File: src/sv/scc_ram.sv
// Generic single-write, single-read synchronous RAM with registered read data.
// No dependencies.
`timescale 1ns / 1ps
`default_nettype none
module scc_ram #(
   parameter int WIDTH = 32,
   parameter int DEPTH = 64
) (
   input  wire logic                     clock,
   input  wire logic                     wr_en,
   input  wire logic [$clog2(DEPTH)-1:0] wr_addr,
   input  wire logic [WIDTH-1:0]         wr_data,
   input  wire logic                     rd_en,
   input  wire logic [$clog2(DEPTH)-1:0] rd_addr,
   output logic      [WIDTH-1:0]         rd_data
);
   logic [WIDTH-1:0] mem_ff [DEPTH];

   always_ff @(posedge clock) begin
      if (wr_en) begin
         mem_ff[wr_addr] <= wr_data;
      end
      if (rd_en) begin
         rd_data <= mem_ff[rd_addr];
      end
   end
endmodule
`default_nettype wire

File: config.mk
export PLATFORM = sky130hd
export DESIGN_NAME = scc_ram
export DESIGN_NICKNAME = d
export VERILOG_FILES = /design/src/sv/scc_ram.sv
export SDC_FILE = /design/constraint.sdc
export NUM_CORES = 2
export LEC_CHECK = 0
export BUFFER_PORTS_ARGS = -buffer_cell sky130_fd_sc_hd__buf_2
export CAP_MARGIN = 20
export CORE_MARGIN = 8
export CORE_UTILIZATION = 55
export DETAILED_ROUTE_END_ITERATION = 10
export PLACE_DENSITY_LB_ADDON = 0.08
export SYNTH_ARGS = -nofsm -noshare
export SYNTH_HDL_FRONTEND = slang
export SYNTH_SLANG_ARGS = --single-unit
File: constraint.sdc
create_clock -name clock -period 4.2 [get_ports clock]
set_input_delay 0.21 -clock clock [delete_from_list [all_inputs] [get_ports clock]]
set_output_delay 0.21 -clock clock [all_outputs]
set_load 0.005 [all_outputs]
Yosys cells after proc, flatten, opt, wreduce, memory -nomap -nowiden
Memories as Yosys holds them, arrays and structs flattened. A register that Yosys moved wholly into a read port is not among the register bits.
Index checks and enable logic that the tools add are counted.
{"block": "word_totals", "register_bits": 0, "output_inout_bits": 32, "mem_count": 1, "ramBits": 2048}
{"memory": "mem_ff", "words": 64, "width": 32, "rd": 1, "rd_clocked_by_memory_dff": 1, "wr": 1, "line_no": "17", "source": "logic [WIDTH-1:0] mem_ff [DEPTH];"}
{"block": "classes", "mux": 2}
{"cell": "two-way mux 1 bit", "n": 2}

Logic depth before layout (Yosys ltp)
{"block": "logic_depth", "word_depth": 2, "depth_mapped": 10, "depth_no_buf": 5}

Least setup slack after synthesis
OpenSTA, ideal clock, no wires.
{"block": "synth_timing", "path_type": "input-to-reg", "start": "in wr_addr[3]", "end": "mem mem_ff[48][0] (enable)", "path_buffers": 1, "arrival_ps": 2909, "required_ps": 3739, "cell_stages": 4, "setup_slack_ps": 830, "path_cell_list": "clkbuf_1 -> nor2b_1 -> nand4b_1 -> nor3_1"}
{"item": "start: declaration", "line_no": "11", "source": "input wire logic [$clog2(DEPTH)-1:0] wr_addr,"}
{"item": "end: declaration", "line_no": "17"}
Straight into the memory's write port.

==> key figures <==
Timing
  – Fmax: ~360 MHz
  – Post-route minimum period: around 2.8 ns
  – Final hold violations: 0
  – Least-Margin Pin Slew: around 1.1 ns
  – Final setup fails: 0
  – Relative max-transition margin: 0.285
  – Slew Viols, Final: 0
  – Unrepaired setup endpoints after global routing: false
  – Setup TNS: 0 ns
  – Final Cycle Share: 0.656
  – Clock Skews: ~0.03 ns

Run
  – MaxCap Viol Count: 0

Status
  – Status: complete, no violations

Synth
  – Ys async rst share: 0
  – Synth Cell Area: 78800 um2
  – Synthesized net count: between 3000 and 4000
  – Main synth FF type: edfxtp_1
  – Post-Syn Instances: around 3300
  – Netlist cell types: 33
  – Seq/Total Area, Yosys: 0.792
  – Synth area leaders: edfxtp_1 (79%), mux4_2 (16%), mux2i_1 (1.2%), o22ai_1 (0.67%), nor2_1 (0.65%)
  – Post-synth EDFFs: between 2000 and 2500
  – Area share of the largest cell type after synthesis: 0.792
  – Synthesis warning total: 0
  – Dominant cell type by area after synthesis: edfxtp_1
  – Syn_area_per_cell: roughly 24 um2
  – Number of synthesized register bits: around 2100

Route
  – Via count: 37700
  – Iteration count of the initial detailed-routing pass: 5
  – WL/cell: roughly 36 um
  – Via density: 6.59
  – # DRC: 0
  – Iter 0 DRT Violations: 4684
  – ANT nets after route: 0
  – Routed wire length: approximately 200000 um

Setup path
  – Worst setup EP type: flip-flop
  – Crit path arrival time: between 3 and 4 ns
  – CP most frequent cell: nor2_1
  – WP data required: roughly 4.7 ns
  – Slowest-stage cell, CP: a21oi_1
  – Largest stage delay on the critical path: about 0.80 ns
  – Delay-heaviest family, CP: buffers and inverters
  – Cell chain of the critical path: buf_8 > buf_4 > mux4_2 > o22ai_1 > nor2_1 > a21oi_1 > nor2_1
  – Bufs and invs on worst path: 2
  – Startpoint Class: input port
  – Worst-path maximum fanout: 90
  – Cell depth of the worst setup path: 7
  – Reg2Reg Depth: 5
  – Critical path type: input port to flip-flop

Power
  – Combinational Power Share: 0.050
  – Pleak: approximately 28 nW
  – Flop pwr share: 0.539
  – Sw Share: 0.210
  – P_int: 0.0339 W
  – VDD IR max: around 390 uV
  – Clk network pwr share: 0.411
  – Pwr Density: about 480 nW/um2
  – Switching power: about 0.0090 W

Die
  – Die Footprint: roughly 160000 um2
  – Initial Utilization: 0.551
  – Boundary Pins: 79
  – Core area: 143000 um2
  – Die height: just under 400 um
  – Standard-cell row count: about 140
  – Die Wd: roughly 390 um

Clocking
  – Root Driver: clkbuf_16
  – H-tree Lvls: 4
  – Clock-pin slew on the worst setup and hold paths: roughly 0.060 ns
  – Clock sinks: about 2100
  – Worst-Skew Late Latency: ~0.83 ns
  – Setup bufs post-CTS: 0
  – CTS tree: done
  – Total CTS buffers: approximately 200
  – Clock buffer depth: 3

Cells and area
  – Area occupied by multi-input gates: around 16000 um2
  – Nets: about 3700
  – Fill count: between 9000 and 10000
  – Synth-to-layout area growth: 14.0%
  – Share of layout cells above drive strength 1: 0.305
  – Fin cells: 5717
  – Storage element area: around 62000 um2

Global route
  – Vias in the first global route: slightly below 40000
  – Largest net degree at the start of global routing: 91
  – First-pass GRT wire length: 287000 um
  – Global route total overflow: 0
  – Total global routing track utilization: 0.260
  – Initial antenna violation count: 17

Hold path
  – HP Class: input port to flip-flop
  – Cells on Worst Hold Path: 2

Placed design
  – Placer Congestion: 0.802
  – Hpwl dp: between 100000 and 150000 um
  – Port-buffer cells: a little under 80
  – Post-placement cell count: between 5000 and 6000
-- synth_stat cells, types with 12 or more instances --
cell type / count
clkbuf_1: 74
o22ai_1: 84
nor2b_1: 15
mux4_2: 544
buf_1: 21
nand2_1: 26
a21oi_1: 62
buf_2: 57
buf_4: 25
mux2i_1: 93
a22oi_1: 12
nor2_1: 137
o221ai_1: 27
edfxtp_1: 2080
-- timing repair --
item                                   in CTS  in global routing
hold buffers                                1                 19
resized for setup                           0                  0
endpoints found under the hold margin       3                530
-- power by group through the flow --
| stage | sequential (W) | clock [W] | combinational, W |
|---|---|---|---|
| 3_5_place_dp | 0.0236 | 0 | 0.00211 |
| 2_1_floorplan | 0.0235 | 0 | 0.00112 |
| 4_1_cts | 0.0231 | 0.0179 | 0.00212 |
| 6_report | 0.0231 | 0.0176 | 0.00216 |
| 5_1_grt | 0.0231 | 0.0186 | 0.00227 |
| 3_3_place_gp | 0.0235 | 0 | 0.00207 |
-- layout by cell type (no fill, tap or decap), types with 10 or more instances in the layout --
cell type and count:
buf_4 154, a21oi_1 62, a22oi_1 12, edfxtp_1 2080
o22ai_1 84, clkbuf_1 45, buf_2 74, nor2_1 75
clkbuf_16 203, nor2_4 62, diode_2 10, bufinv_16 19
nor2b_1 15, clkinv_2 39, clkinv_1 47, nand2_1 26
o221ai_1 27, mux4_2 544, mux2i_1 93, buf_12 40
dlygate4sd3_1 20
-- final cells by class --
| cell class | count | share of cell area |
|---|---|---|
| timing repair buffer | 293 | 0.0292 |
| antenna | 10 | 0.000278 |
| clock buffer | 248 | 0.0584 |
| multi-input combinational | 1062 | 0.178 |
| sequential | 2080 | 0.695 |
| tap | 1903 | 0.0265 |
| clock inverter | 121 | 0.0129 |
-- sequential cells by signal (all words and copies together), names as in the netlist --
register,count
mem_ff,2048
rd_data,32
-- final timing paths --
| check | slack (ns) | startpoint | endpoint |
|---|---|---|---|
| worst max-delay path | 1.45 | rd_addr[2] | rd_data[29] |
| worst min-delay path | 0.05 | wr_data[6] | mem_ff[42][6] |
| worst max register to register | 1.77 | mem_ff[63][29] | rd_data[29] |
| worst min register to register | 0.90 | mem_ff[12][8] | rd_data[8] |
-- logic make-up after synthesis --
group | after synthesis | synth area share
flip-flops | 2080 | 0.792
multiplexers | 637 | 0.167
AND/OR/NAND/NOR | 223 | 0.0126
AO/OA/AOI/OAI | 202 | 0.0167
buffers and inverters | 182 | 0.0112
-- routing by layer --
layer	share of wire	up-vias	track usage	wire, um
met5	0.00015	-	0	30
met1	0.40	20500	0.374	80900
met2	0.48	1966	0.414	98400
li1	-	15000	-	-
met3	0.094	290	0.0527	19000
met4	0.025	4	0.0705	5030
-- worst reg2reg max path, cell delays in order (launching register included) --
cell and delay, ns:
edfxtp_1 0.38, mux4_2 0.49, o22ai_1 0.21, nor2_1 0.16
a21oi_1 0.80, nor2_1 0.09
-- per-stage QoR --
stage	area (um2)	setup WS, ns	hold slack [ns]	utilization	total power [W]
finish	89900	1.45	0.0508	0.629	0.0429
global route	89800	1.43	0.0576	0.628	0.0440
CTS	89300	1.55	0.0156	0.624	0.0431
detailed placement	82800	0.659	0.613	0.580	0.0257
global placement	82800	0.750	0.616	0.579	0.0256
floorplan	78800	0.830	0.309	-	0.0246
Note: power is estimated with default switching activity, not from simulation.
